`src/rtl/pvsd_pkg.sv`:
```
// Shared types, widths and constants of the peak/valley step detector.
package pvsd_pkg;

   localparam int unsigned WINDOW_LEN = 8;
   localparam int unsigned PTR_W = (WINDOW_LEN > 1) ? $clog2(WINDOW_LEN) : 1;
   localparam int unsigned DEV_W = 13;
   localparam int unsigned SUM_W = DEV_W + $clog2(WINDOW_LEN);
   localparam int unsigned LVL_W = 17;
   localparam int unsigned ACC_W = 12;
   localparam int unsigned GRAV_W = 16;
   localparam int unsigned MUL_W = 28;
   localparam int unsigned DOT_W = 30;
   localparam int unsigned PROJ_W = 16;
   localparam int unsigned DIFF_W = 17;
   localparam int unsigned TIME_W = 32;
   localparam int unsigned CNT_W = 32;
   localparam int unsigned CSR_ADDR_W = 3;
   localparam int unsigned CSR_DATA_W = 16;
   localparam int unsigned REQ_TDATA_W = 72;
   localparam int unsigned RSP_TDATA_W = 56;

   // floor(x / WINDOW_LEN) as (x * DIV_MUL) >> DIV_SH, exact for x < 2^17 * WINDOW_LEN
   localparam int unsigned DIV_SH = 29;
   localparam int unsigned DIVX_W = SUM_W + 4;
   localparam int unsigned DIVP_W = DIVX_W + DIV_SH;
   localparam logic [DIV_SH-1:0] DIV_MUL =
      DIV_SH'(((64'd1 << DIV_SH) + 64'(WINDOW_LEN) - 64'd1) / 64'(WINDOW_LEN));

   localparam logic [DEV_W-1:0] DEV_MAX = '1;

   typedef enum logic [CSR_ADDR_W-1:0] {
      CSR_GRAV_X      = 3'd0,
      CSR_GRAV_Y      = 3'd1,
      CSR_GRAV_Z      = 3'd2,
      CSR_REST_LEVEL  = 3'd3,
      CSR_QUIET_BAND  = 3'd4,
      CSR_MIN_SWING   = 3'd5,
      CSR_GAP_LO      = 3'd6,
      CSR_GAP_HI      = 3'd7
   } csr_idx_type;

   typedef enum logic {
      KIND_SAMPLE = 1'b0,
      KIND_CLEAR  = 1'b1
   } kind_type;

   typedef struct packed {
      logic signed [GRAV_W-1:0] grav_x;
      logic signed [GRAV_W-1:0] grav_y;
      logic signed [GRAV_W-1:0] grav_z;
      logic signed [DEV_W-1:0]  rest_level;
      logic [DEV_W-1:0]         quiet_band;
      logic [DEV_W-1:0]         min_swing;
      logic [15:0]              gap_lo_ms;
      logic [15:0]              gap_hi_ms;
   } cfg_type;

   typedef struct packed {
      kind_type                kind;
      logic signed [ACC_W-1:0] accel_x;
      logic signed [ACC_W-1:0] accel_y;
      logic signed [ACC_W-1:0] accel_z;
      logic [TIME_W-1:0]       time_ms;
   } sample_type;

   typedef struct packed {
      kind_type          kind;
      logic [TIME_W-1:0] time_ms;
      logic [DEV_W-1:0]  dev;
   } dev_type;

   typedef struct packed {
      kind_type          kind;
      logic [TIME_W-1:0] time_ms;
      logic [LVL_W-1:0]  level;
   } lvl_type;

   // packed so that the whole struct is the low bits of the result tdata
   typedef struct packed {
      logic [LVL_W-1:0] smoothed_level;
      logic             step_now;
      logic [CNT_W-1:0] step_total;
   } rsp_type;

endpackage

```
`src/rtl/pvsd_front.sv`:
```
// Projection onto the gravity vector and rest-level deviation, three stages.
module pvsd_front (
   input  logic                 clock,
   input  logic                 reset,
   input  pvsd_pkg::cfg_type    cfg,
   input  logic                 in_vld,
   output logic                 in_rdy,
   input  pvsd_pkg::sample_type in_beat,
   output logic                 out_vld,
   input  logic                 out_rdy,
   output pvsd_pkg::dev_type    out_beat
);

   typedef struct packed {
      pvsd_pkg::kind_type                 kind;
      logic [pvsd_pkg::TIME_W-1:0]        time_ms;
      logic signed [pvsd_pkg::MUL_W-1:0]  px;
      logic signed [pvsd_pkg::MUL_W-1:0]  py;
      logic signed [pvsd_pkg::MUL_W-1:0]  pz;
   } s1_type;

   typedef struct packed {
      pvsd_pkg::kind_type                 kind;
      logic [pvsd_pkg::TIME_W-1:0]        time_ms;
      logic signed [pvsd_pkg::PROJ_W-1:0] proj;
   } s2_type;

   s1_type s1_ff, s1_in;
   s2_type s2_ff, s2_in;
   pvsd_pkg::dev_type s3_ff, s3_in;
   logic s1_vld_ff, s2_vld_ff, s3_vld_ff;
   logic s1_rdy, s2_rdy, s3_rdy;

   logic signed [pvsd_pkg::DOT_W-1:0]  dot;
   logic signed [pvsd_pkg::DIFF_W-1:0] diff;
   logic [pvsd_pkg::DIFF_W-1:0]        mag;

   assign s3_rdy = !s3_vld_ff || out_rdy;
   assign s2_rdy = !s2_vld_ff || s3_rdy;
   assign s1_rdy = !s1_vld_ff || s2_rdy;
   assign in_rdy = s1_rdy;

   always_comb begin
      s1_in.kind    = in_beat.kind;
      s1_in.time_ms = in_beat.time_ms;
      s1_in.px = pvsd_pkg::MUL_W'(in_beat.accel_x) * pvsd_pkg::MUL_W'(cfg.grav_x);
      s1_in.py = pvsd_pkg::MUL_W'(in_beat.accel_y) * pvsd_pkg::MUL_W'(cfg.grav_y);
      s1_in.pz = pvsd_pkg::MUL_W'(in_beat.accel_z) * pvsd_pkg::MUL_W'(cfg.grav_z);
   end

   // round to nearest, ties upward: add half an LSB and take the floor
   always_comb begin
      dot = pvsd_pkg::DOT_W'(s1_ff.px) + pvsd_pkg::DOT_W'(s1_ff.py)
          + pvsd_pkg::DOT_W'(s1_ff.pz) + pvsd_pkg::DOT_W'(8192);
      s2_in.kind    = s1_ff.kind;
      s2_in.time_ms = s1_ff.time_ms;
      s2_in.proj    = dot[pvsd_pkg::DOT_W-1:14];
   end

   always_comb begin
      diff = pvsd_pkg::DIFF_W'(s2_ff.proj) - pvsd_pkg::DIFF_W'(cfg.rest_level);
      mag  = diff[pvsd_pkg::DIFF_W-1] ? pvsd_pkg::DIFF_W'(-diff) : pvsd_pkg::DIFF_W'(diff);
      s3_in.kind    = s2_ff.kind;
      s3_in.time_ms = s2_ff.time_ms;
      if (mag < pvsd_pkg::DIFF_W'(cfg.quiet_band)) begin
         s3_in.dev = '0;
      end else if (mag > pvsd_pkg::DIFF_W'(pvsd_pkg::DEV_MAX)) begin
         s3_in.dev = pvsd_pkg::DEV_MAX;
      end else begin
         s3_in.dev = mag[pvsd_pkg::DEV_W-1:0];
      end
   end

   always_ff @(posedge clock) begin
      if (s1_rdy) begin
         s1_ff <= s1_in;
      end
      if (s2_rdy) begin
         s2_ff <= s2_in;
      end
      if (s3_rdy) begin
         s3_ff <= s3_in;
      end
   end

   always_ff @(posedge clock) begin
      if (reset) begin
         s1_vld_ff <= 1'b0;
         s2_vld_ff <= 1'b0;
         s3_vld_ff <= 1'b0;
      end else begin
         if (s1_rdy) begin
            s1_vld_ff <= in_vld;
         end
         if (s2_rdy) begin
            s2_vld_ff <= s1_vld_ff;
         end
         if (s3_rdy) begin
            s3_vld_ff <= s2_vld_ff;
         end
      end
   end

   assign out_vld  = s3_vld_ff;
   assign out_beat = s3_ff;

endmodule

```
`src/rtl/pvsd_wmem.sv`:
```
// Window store: synchronous memory with registered read and per-entry valid bits.
module pvsd_wmem (
   input  logic                         clock,
   input  logic                         reset,
   input  logic                         rd_en,
   input  logic [pvsd_pkg::PTR_W-1:0]   rd_addr,
   output logic [pvsd_pkg::DEV_W-1:0]   rd_data,
   input  logic                         wr_en,
   input  logic [pvsd_pkg::PTR_W-1:0]   wr_addr,
   input  logic [pvsd_pkg::DEV_W-1:0]   wr_data
);

   logic [pvsd_pkg::DEV_W-1:0]      store [pvsd_pkg::WINDOW_LEN];
   logic [pvsd_pkg::WINDOW_LEN-1:0] vld_ff;
   logic [pvsd_pkg::DEV_W-1:0]      rd_raw_ff;
   logic                            rd_vld_ff;

   always_ff @(posedge clock) begin
      if (wr_en) begin
         store[wr_addr] <= wr_data;
      end
      if (rd_en) begin
         rd_raw_ff <= store[rd_addr];
      end
   end

   always_ff @(posedge clock) begin
      if (reset) begin
         vld_ff    <= '0;
         rd_vld_ff <= 1'b0;
      end else begin
         if (wr_en) begin
            vld_ff[wr_addr] <= 1'b1;
         end
         if (rd_en) begin
            rd_vld_ff <= vld_ff[rd_addr];
         end
      end
   end

   // an entry never written since reset reads as zero
   assign rd_data = rd_vld_ff ? rd_raw_ff : '0;

endmodule

```
`src/rtl/pvsd_window.sv`:
```
// Moving-average window: store read, running-sum update and write-back, scaling.
module pvsd_window (
   input  logic               clock,
   input  logic               reset,
   input  logic               in_vld,
   output logic               in_rdy,
   input  pvsd_pkg::dev_type  in_beat,
   output logic               out_vld,
   input  logic               out_rdy,
   output pvsd_pkg::lvl_type  out_beat
);

   typedef struct packed {
      pvsd_pkg::kind_type            kind;
      logic [pvsd_pkg::TIME_W-1:0]   time_ms;
      logic [pvsd_pkg::DEV_W-1:0]    dev;
      logic [pvsd_pkg::PTR_W-1:0]    addr;
   } s4_type;

   typedef struct packed {
      pvsd_pkg::kind_type            kind;
      logic [pvsd_pkg::TIME_W-1:0]   time_ms;
      logic [pvsd_pkg::SUM_W-1:0]    sum;
   } s5_type;

   typedef struct packed {
      pvsd_pkg::kind_type            kind;
      logic [pvsd_pkg::TIME_W-1:0]   time_ms;
      logic [pvsd_pkg::DIVP_W-1:0]   prod;
   } s6_type;

   s4_type s4_ff, s4_in;
   s5_type s5_ff, s5_in;
   s6_type s6_ff, s6_in;
   logic s4_vld_ff, s5_vld_ff, s6_vld_ff;
   logic s4_rdy, s5_rdy, s6_rdy;

   logic [pvsd_pkg::PTR_W-1:0] rptr_ff, rptr_in;
   logic [pvsd_pkg::SUM_W-1:0] sum_ff;
   logic [pvsd_pkg::DEV_W-1:0] old_dev;
   logic                       rd_en;
   logic                       commit;

   assign s6_rdy = !s6_vld_ff || out_rdy;
   assign s5_rdy = !s5_vld_ff || s6_rdy;
   assign s4_rdy = !s4_vld_ff || s5_rdy;
   assign in_rdy = s4_rdy;

   // read the entry this sample replaces as it enters the read stage
   assign rd_en  = s4_rdy && in_vld;
   assign commit = s5_rdy && s4_vld_ff && (s4_ff.kind == pvsd_pkg::KIND_SAMPLE);

   pvsd_wmem u_wmem (
      .clock   (clock),
      .reset   (reset),
      .rd_en   (rd_en),
      .rd_addr (rptr_ff),
      .rd_data (old_dev),
      .wr_en   (commit),
      .wr_addr (s4_ff.addr),
      .wr_data (s4_ff.dev)
   );

   always_comb begin
      rptr_in = rptr_ff;
      if (rd_en && (in_beat.kind == pvsd_pkg::KIND_SAMPLE)) begin
         if (rptr_ff == pvsd_pkg::PTR_W'(pvsd_pkg::WINDOW_LEN - 1)) begin
            rptr_in = '0;
         end else begin
            rptr_in = rptr_ff + pvsd_pkg::PTR_W'(1);
         end
      end
   end

   always_comb begin
      s4_in.kind    = in_beat.kind;
      s4_in.time_ms = in_beat.time_ms;
      s4_in.dev     = in_beat.dev;
      s4_in.addr    = rptr_ff;

      s5_in.kind    = s4_ff.kind;
      s5_in.time_ms = s4_ff.time_ms;
      if (s4_ff.kind == pvsd_pkg::KIND_SAMPLE) begin
         s5_in.sum = sum_ff - pvsd_pkg::SUM_W'(old_dev) + pvsd_pkg::SUM_W'(s4_ff.dev);
      end else begin
         s5_in.sum = sum_ff;
      end

      s6_in.kind    = s5_ff.kind;
      s6_in.time_ms = s5_ff.time_ms;
      s6_in.prod    = pvsd_pkg::DIVP_W'({s5_ff.sum, 4'b0000})
                    * pvsd_pkg::DIVP_W'(pvsd_pkg::DIV_MUL);
   end

   always_ff @(posedge clock) begin
      if (s4_rdy) begin
         s4_ff <= s4_in;
      end
      if (s5_rdy) begin
         s5_ff <= s5_in;
      end
      if (s6_rdy) begin
         s6_ff <= s6_in;
      end
   end

   always_ff @(posedge clock) begin
      if (reset) begin
         s4_vld_ff <= 1'b0;
         s5_vld_ff <= 1'b0;
         s6_vld_ff <= 1'b0;
         rptr_ff   <= '0;
         sum_ff    <= '0;
      end else begin
         if (s4_rdy) begin
            s4_vld_ff <= in_vld;
         end
         if (s5_rdy) begin
            s5_vld_ff <= s4_vld_ff;
         end
         if (s6_rdy) begin
            s6_vld_ff <= s5_vld_ff;
         end
         rptr_ff <= rptr_in;
         if (commit) begin
            sum_ff <= s5_in.sum;
         end
      end
   end

   assign out_vld          = s6_vld_ff;
   assign out_beat.kind    = s6_ff.kind;
   assign out_beat.time_ms = s6_ff.time_ms;
   assign out_beat.level   = s6_ff.prod[pvsd_pkg::DIV_SH +: pvsd_pkg::LVL_W];

endmodule

```
`src/rtl/pvsd_track.sv`:
```
// Peak/valley tracker, cadence check, step counter and the result register.
module pvsd_track (
   input  logic               clock,
   input  logic               reset,
   input  pvsd_pkg::cfg_type  cfg,
   input  logic               in_vld,
   output logic               in_rdy,
   input  pvsd_pkg::lvl_type  in_beat,
   output logic               out_vld,
   input  logic               out_rdy,
   output pvsd_pkg::rsp_type  out_beat
);

   logic [pvsd_pkg::LVL_W-1:0]  peak_ff, peak_in;
   logic [pvsd_pkg::LVL_W-1:0]  valley_ff, valley_in;
   logic [pvsd_pkg::LVL_W-1:0]  level_ff, level_in;
   logic                        going_up_ff, going_up_in;
   logic                        armed_ff, armed_in;
   logic [pvsd_pkg::CNT_W-1:0]  cnt_ff, cnt_in;
   logic [pvsd_pkg::TIME_W-1:0] last_ms_ff, last_ms_in;
   logic                        out_vld_ff;
   pvsd_pkg::rsp_type           rsp_ff, rsp_in;

   logic [pvsd_pkg::LVL_W-1:0]  val;
   logic [pvsd_pkg::LVL_W-1:0]  swing;
   logic [pvsd_pkg::TIME_W-1:0] dt;
   logic                        step;
   logic                        take;

   assign in_rdy = !out_vld_ff || out_rdy;
   assign take   = in_rdy && in_vld;

   assign val   = in_beat.level;
   assign swing = {cfg.min_swing, 4'b0000};
   assign dt    = in_beat.time_ms - last_ms_ff;

   always_comb begin
      peak_in     = peak_ff;
      valley_in   = valley_ff;
      level_in    = level_ff;
      going_up_in = going_up_ff;
      armed_in    = armed_ff;
      cnt_in      = cnt_ff;
      last_ms_in  = last_ms_ff;
      step        = 1'b0;
      if (in_beat.kind == pvsd_pkg::KIND_CLEAR) begin
         cnt_in = '0;
      end else begin
         level_in = val;
         if (peak_ff == '0 && valley_ff == '0) begin
            // empty tracker: load both ends and do nothing else
            peak_in   = val;
            valley_in = val;
         end else if (going_up_ff) begin
            if (val > peak_ff) begin
               peak_in = val;
            end else if (peak_ff - val > swing) begin
               going_up_in = 1'b0;
               armed_in    = 1'b1;
               valley_in   = val;
            end
         end else begin
            if (val < valley_ff) begin
               valley_in = val;
            end else if (armed_ff && (val - valley_ff > swing)) begin
               if (dt > pvsd_pkg::TIME_W'(cfg.gap_lo_ms)
                     && dt < pvsd_pkg::TIME_W'(cfg.gap_hi_ms)) begin
                  cnt_in     = cnt_ff + pvsd_pkg::CNT_W'(1);
                  last_ms_in = in_beat.time_ms;
                  step       = 1'b1;
               end
               going_up_in = 1'b1;
               armed_in    = 1'b0;
               peak_in     = val;
               valley_in   = val;
            end
         end
      end
      rsp_in.step_total     = cnt_in;
      rsp_in.step_now       = step;
      rsp_in.smoothed_level = level_in;
   end

   always_ff @(posedge clock) begin
      if (take) begin
         rsp_ff <= rsp_in;
      end
   end

   always_ff @(posedge clock) begin
      if (reset) begin
         out_vld_ff  <= 1'b0;
         peak_ff     <= '0;
         valley_ff   <= '0;
         level_ff    <= '0;
         going_up_ff <= 1'b1;
         armed_ff    <= 1'b0;
         cnt_ff      <= '0;
         last_ms_ff  <= '0;
      end else begin
         if (in_rdy) begin
            out_vld_ff <= in_vld;
         end
         if (take) begin
            peak_ff     <= peak_in;
            valley_ff   <= valley_in;
            level_ff    <= level_in;
            going_up_ff <= going_up_in;
            armed_ff    <= armed_in;
            cnt_ff      <= cnt_in;
            last_ms_ff  <= last_ms_in;
         end
      end
   end

   assign out_vld  = out_vld_ff;
   assign out_beat = rsp_ff;

endmodule

```
`src/rtl/peak_valley_step_detector.sv`:
```
// Peak/valley step detector: settings registers and the processing pipeline.
//
// req_* carries one beat per acceleration sample or clear request; req_tuser
// is 1 for a clear. rsp_* returns exactly one beat per request, in order,
// with the running step total, the step flag and the smoothed level. csr_*
// writes one settings register per cycle; the user must write only while the
// block is idle, which the block itself does not enforce.
// One request is accepted every cycle while rsp_tready is high; the window
// store is read as a request enters the read stage and written back as
// it leaves that stage, so the running-sum read-modify-write loop sets the
// one-per-cycle rate. The window store holds the last 8 deviations in a
// one-port-read memory.
//
// Reset clears the pipeline, the window (through per-entry valid bits, no
// clearing pass), the tracker and the step count, and loads the settings
// defaults. When the receiver holds rsp_tready low, each stage keeps its beat
// and req_tready drops once the pipeline has no empty stage left.
module peak_valley_step_detector (
   input  logic                                 clock,
   input  logic                                 reset,
   input  logic                                 req_tvalid,
   output logic                                 req_tready,
   // accel_x[11:0], accel_y[23:12], accel_z[35:24], time_ms[67:36], zero pad
   input  logic [pvsd_pkg::REQ_TDATA_W-1:0]     req_tdata,
   // req_type: 0 sample, 1 clear step count
   input  logic                                 req_tuser,
   output logic                                 rsp_tvalid,
   input  logic                                 rsp_tready,
   // step_total[31:0], step_now[32], smoothed_level[49:33], zero pad
   output logic [pvsd_pkg::RSP_TDATA_W-1:0]     rsp_tdata,
   input  logic                                 csr_we,
   input  logic [pvsd_pkg::CSR_ADDR_W-1:0]      csr_addr,
   input  logic [pvsd_pkg::CSR_DATA_W-1:0]      csr_wdata
);

   pvsd_pkg::cfg_type    cfg_ff;
   pvsd_pkg::sample_type req_beat;
   pvsd_pkg::dev_type    dev_beat;
   pvsd_pkg::lvl_type    lvl_beat;
   pvsd_pkg::rsp_type    rsp_beat;
   logic dev_vld, dev_rdy, lvl_vld, lvl_rdy;

   always_ff @(posedge clock) begin
      if (reset) begin
         cfg_ff.grav_x      <= 16'sd0;
         cfg_ff.grav_y      <= 16'sd0;
         cfg_ff.grav_z      <= 16'sd16384;
         cfg_ff.rest_level  <= 13'sd1000;
         cfg_ff.quiet_band  <= 13'd0;
         cfg_ff.min_swing   <= 13'd100;
         cfg_ff.gap_lo_ms   <= 16'd250;
         cfg_ff.gap_hi_ms   <= 16'd2000;
      end else if (csr_we) begin
         case (pvsd_pkg::csr_idx_type'(csr_addr))
            pvsd_pkg::CSR_GRAV_X: begin
               cfg_ff.grav_x <= csr_wdata;
            end
            pvsd_pkg::CSR_GRAV_Y: begin
               cfg_ff.grav_y <= csr_wdata;
            end
            pvsd_pkg::CSR_GRAV_Z: begin
               cfg_ff.grav_z <= csr_wdata;
            end
            pvsd_pkg::CSR_REST_LEVEL: begin
               cfg_ff.rest_level <= csr_wdata[pvsd_pkg::DEV_W-1:0];
            end
            pvsd_pkg::CSR_QUIET_BAND: begin
               cfg_ff.quiet_band <= csr_wdata[pvsd_pkg::DEV_W-1:0];
            end
            pvsd_pkg::CSR_MIN_SWING: begin
               cfg_ff.min_swing <= csr_wdata[pvsd_pkg::DEV_W-1:0];
            end
            pvsd_pkg::CSR_GAP_LO: begin
               cfg_ff.gap_lo_ms <= csr_wdata;
            end
            pvsd_pkg::CSR_GAP_HI: begin
               cfg_ff.gap_hi_ms <= csr_wdata;
            end
            default: begin
               cfg_ff <= cfg_ff;
            end
         endcase
      end
   end

   always_comb begin
      req_beat.kind    = pvsd_pkg::kind_type'(req_tuser);
      req_beat.accel_x = req_tdata[11:0];
      req_beat.accel_y = req_tdata[23:12];
      req_beat.accel_z = req_tdata[35:24];
      req_beat.time_ms = req_tdata[67:36];
   end

   pvsd_front u_front (
      .clock    (clock),
      .reset    (reset),
      .cfg      (cfg_ff),
      .in_vld   (req_tvalid),
      .in_rdy   (req_tready),
      .in_beat  (req_beat),
      .out_vld  (dev_vld),
      .out_rdy  (dev_rdy),
      .out_beat (dev_beat)
   );

   pvsd_window u_window (
      .clock    (clock),
      .reset    (reset),
      .in_vld   (dev_vld),
      .in_rdy   (dev_rdy),
      .in_beat  (dev_beat),
      .out_vld  (lvl_vld),
      .out_rdy  (lvl_rdy),
      .out_beat (lvl_beat)
   );

   pvsd_track u_track (
      .clock    (clock),
      .reset    (reset),
      .cfg      (cfg_ff),
      .in_vld   (lvl_vld),
      .in_rdy   (lvl_rdy),
      .in_beat  (lvl_beat),
      .out_vld  (rsp_tvalid),
      .out_rdy  (rsp_tready),
      .out_beat (rsp_beat)
   );

   assign rsp_tdata = {(pvsd_pkg::RSP_TDATA_W - $bits(pvsd_pkg::rsp_type))'(0), rsp_beat};

endmodule

```
`config.mk`:
```
export PLATFORM = sky130hd
export DESIGN_NAME = peak_valley_step_detector
export DESIGN_NICKNAME = d
export VERILOG_FILES = /design/src/rtl/pvsd_pkg.sv /design/src/rtl/pvsd_front.sv /design/src/rtl/pvsd_wmem.sv /design/src/rtl/pvsd_window.sv /design/src/rtl/pvsd_track.sv /design/src/rtl/peak_valley_step_detector.sv
export SDC_FILE = /design/constraint.sdc
export NUM_CORES = 2
export LEC_CHECK = 0
export BUFFER_PORTS_ARGS = -buffer_cell sky130_fd_sc_hd__buf_2
export CORE_MARGIN = 1.5
export CORE_UTILIZATION = 43
export DETAILED_ROUTE_END_ITERATION = 8
export PLACE_DENSITY_LB_ADDON = 0.05
export SYNTH_ARGS = -nofsm -noshare
export SYNTH_HDL_FRONTEND = slang
export SYNTH_SLANG_ARGS = --single-unit
```
`constraint.sdc`:
```
create_clock -name clock -period 5.7 [get_ports clock]
set_input_delay 0.57 -clock clock [delete_from_list [all_inputs] [get_ports clock]]
set_output_delay 0.57 -clock clock [all_outputs]
set_load 0.005 [all_outputs]
```
==> qor.yml <==
status:
  status: "complete, but fails checks"
  violations: "setup timing"
clocking:
  cts_buffers: 89
  tritoncts: "yes"
  cts_max_path_buffers: 3
  cts_sinks: 795
  root_buffer: "clkbuf_16"
  clk_pin_slew_ns: 0.06
  htreeDepth: 3
  clk_latency_ns: 0.71
sta:
  fin_skew_ns: 0.0500
  min_period_ns: 5.76
  fmax_mhz: 174
  drv_slew: 0
  setup_viol: 9
  fin_crit_sh_pct: 101
  slew_headroom_pct: 7.27
  finalWorstSetupSlack_ns: -0.0567
  rsz0062_at_grt: "true"
  worstMarginPinSlew_ns: 1.39
  final_hold_viol_count: 0
setup_path:
  r2r-end: "u_front.s1_ff[83]$_DFFE_PP_"
  r2r_setup_slack_ns: -0.06
  worst-path-buf-inv: 4
  path_delay_family: "adder cells"
  worst_ep_required_time_ns: 6.11
  crit_path_max_fanout: 6
  slowest_stage: "fa_1"
  crit_path_max_incr_delay_ns: 0.55
  path_cells: "buf_12 > nand2_1 > fa_1 > inv_1 > fa_1 > fa_1 > fa_1 > inv_1 > fa_1 > inv_2 > ha_4 > and3_4 > nand2_2 > a211oi_4 > o31a_1 > o21ai_2 > a21boi_2 > o211a_1 > o21a_1 > o21a_1 > o41ai_2 > xnor2_1"
  crit_path_end_kind: "flip-flop"
  r2r_cells: 22
  cpMostUsedCell: "fa_1"
  path_class: "reg2reg"
  rr_startpoint: "cfg_ff[110]$_SDFFE_PP0P_"
  cp-start-kind: "flip-flop"
  critPathArrivalTime_ns: 6.17
synth:
  synth_cell_types: 82
  synthXorXnorAreaFrac_pct: 2.88
  synthMuxAreaShare_pct: 2.18
  ys.flop_type: "edfxtp_1"
  synth_warnings: 0
  synth-edff-count: 526
  yosys_register_bits: 795
  synth_top_family_by_area: "adder cells"
  synth_top_cell_area_share_pct: 27.5
  syn_inst: 5662
  synthAdderAreaFrac_pct: 28.8
  ys_top_cells_by_area: "edfxtp_1, fa_1, dfxtp_1"
  synth-async-reset-ratio_pct: 0
  ys_seq_area_share_pct: 36.9
  synth_top_area_cell: "edfxtp_1"
  syn_area_mm2: 0.0575
  synth.avg_cell_area_um2: 10.2
  synth_compound_area_share_pct: 8.18
  synthSimpleGateAreaFrac_pct: 13.5
worst_hold_path:
  hold_path_depth: 1
  min_path_type: "in2reg"
  holdPathEnd: "u_front.s1_ff[108]$_DFFE_PP_"
  hold_start: "req_tdata[60]"
route:
  first_pass_iters: 5
  drtIter0Drc: 2167
  wire_per_inst_um: 18.5
  ant_nets: 0
  drc_errors: 0
  drt-vias-per-instance: 5.03
  vias: 40100
  drt_wl_total_um: 148000
placed_design:
  gp_congestion: 0.870
  dp_slack_ns: -0.649
  dpl_cell_area_mm2: 0.0628
  post-dp-hpwl_um: 110000
  port_buffers: 144
floorplan:
  die_area_mm2: 0.136
  row_count: 133
  start_util_pct: 43.5
  die_h_um: 369
  core_area_mm2: 0.132
  die_width_um: 369
  io-pin-count: 155
global_routing:
  grt_pass1_vias: 40500
  antenna_found_initial: 8
  overflow: 0
  grt_max_degree: 133
  grt_pass1_wl_um: 229000
  track_usage_pct: 21.7
power_and_ir_drop:
  ir_worst_vdd_uv: 303
  powerDensity_mw_per_mm2: 309
  leakagePower_nw: 29.6
  power_w: 0.0211
final_layout:
  final_util_pct: 51.6
  drive_gt1_share_pct: 17.5
  design_area_mm2: 0.0682
  fin_nets: 7218
  synthToLayoutAreaGrowth_pct: 18.6
job:
  timing.max_cap.violations: 0
[cell type report]
cell class              instances  area [µm²]
flip-flops and latches        795       21200
diodes                          3        7.51
clock buffers                 127        2550
multi-input cells            3725       33500
clock inverters                41         547
well taps                    1755        2200
repair buffers                606        4690
fillers                     12200       64000
inverters                     927        3480
[cells by family (layout without fill, tap and decap cells)]
logic type | count (synthesis) | count (layout)
AND/OR/NAND/NOR | 1695 | 1695
multiplexers | 88 | 88
flip-flops | 795 | 795
AO/OA/AOI/OAI | 770 | 770
other | 1 | 9
adder cells (fa/ha/maj) | 977 | 977
buffers and inverters | 1147 | 1701
XOR/XNOR | 189 | 189
[repair_timing]
action / 4_1_cts / 5_1_grt
resized for setup: 142 / 283
gates cloned: 4 / 8
hold endpoints to repair: 8 / 0
endpoints found under the setup margin: 120 / 147
buffers inserted: 32 / 26
pin swaps: 70 / 162
hold buffers: 8 / 0
[metal layers]
layer | part of all wire, % | global-route usage [%] | vias to the layer above
li1 | - | - | 19400
met1 | 46 | 29.4 | 19900
met2 | 48 | 36.4 | 650
met3 | 3.9 | 2.83 | 149
met4 | 2.6 | 6.32 | 2
met5 | 0.0047 | 0 | -
[worst reg2reg max path, cell delays in order, from the launching register on]
cell      delay [ns]
dfxtp_4         0.38
buf_12          0.14
nand2_1         0.08
fa_1            0.55
inv_1           0.06
fa_1            0.55
fa_1            0.45
fa_1            0.54
inv_1           0.05
fa_1            0.51
inv_2           0.05
ha_4            0.25
and3_4          0.15
nand2_2         0.09
a211oi_4        0.05
o31a_1          0.32
o21ai_2         0.18
a21boi_2        0.09
o211a_1         0.23
o21a_1          0.18
o21a_1          0.19
o41ai_2         0.30
xnor2_1         0.11
[placed cells by master, fill, tap and decap left out, types with 43 or more instances in the layout]
cell type  synthesis  final
nand3_1           59     50
a21o_1            50     50
o21ai_0          163    129
mux2i_1           43     43
clkbuf_16          0     99
inv_1            927    907
nand2_4            0     46
a21oi_1          297    246
nand2_1          814    745
fa_1             578    570
buf_4              7    400
nor3_1            67     58
nor2b_1           48     44
dfxtp_1          269    243
nor2_1           298    294
a21oi_2            0     51
xor2_1            62     57
ha_1             399    387
edfxtp_1         526    526
buf_2              4    144
xnor2_1          127    121
o21a_1            44     44
and2_1           209    209
[through the flow]
| stage | std cells | TNS [ns] | hold WS, ns |
|---|---|---|---|
| after floorplan | 5667 | -32.59 | 0.400 |
| after global placement | 7736 | -38.87 | 0.403 |
| after detailed placement | 7736 | -51.75 | 0.405 |
| after CTS | 7947 | -3.33 | 0.000165 |
| after global routing | 7976 | -21.95 | 0.0248 |
| final | 7979 | -0.167 | 0.0543 |
[Yosys cell counts, types with 43 or more instances]
cell type    n
nor3_1      67
nand2_1    814
nor2_1     298
o21a_1      44
dfxtp_1    269
fa_1       578
a21o_1      50
and2_1     209
mux2i_1     43
inv_1      927
clkbuf_1   189
ha_1       399
o21ai_0    163
a21oi_1    297
xnor2_1    127
xor2_1      62
edfxtp_1   526
nand3_1     59
nor2b_1     48
[flip-flops by register name (all words and copies together), names as in the netlist, 46 cells and up]
| name | flops |
|---|---|
| u_window.s5_ff | 49 |
| u_window.out_beat | 49 |
| u_track.out_beat | 50 |
| u_front.out_beat | 46 |
| u_window.s4_ff | 49 |
| u_front.s2_ff | 49 |
| u_window.u_wmem.store | 104 |
| u_front.s1_ff | 117 |
| cfg_ff | 119 |
[worst max-delay path by stage]
| stage | start | end | depth (start not counted) |
|---|---|---|---|
| floorplan | rsp_tready | u_front.s1_ff[0]$_DFFE_PP_ | 5 |
| global placement | u_window.out_beat[2]$_DFFE_PP_ | u_track.cnt_ff[12]$_SDFFE_PP0P_ | 30 |
| detailed placement | u_window.out_beat[2]$_DFFE_PP_ | u_track.cnt_ff[12]$_SDFFE_PP0P_ | 29 |
| CTS | u_window.out_beat[2]$_DFFE_PP_ | u_track.cnt_ff[6]$_SDFFE_PP0P_ | 29 |
| global route | u_window.out_beat[2]$_DFFE_PP_ | u_track.cnt_ff[30]$_SDFFE_PP0P_ | 28 |
| finish | cfg_ff[110]$_SDFFE_PP0P_ | u_front.s1_ff[83]$_DFFE_PP_ | 22 |
[power by group]
part	internal [W]	leakage, nW	switching (W)
clock network	0.00354	1.51	0.00250
registers	0.00692	7.54	0.000362
logic	0.00349	20.5	0.00429
total	0.0139	29.6	0.00715
(Power assumes the default switching activity.)
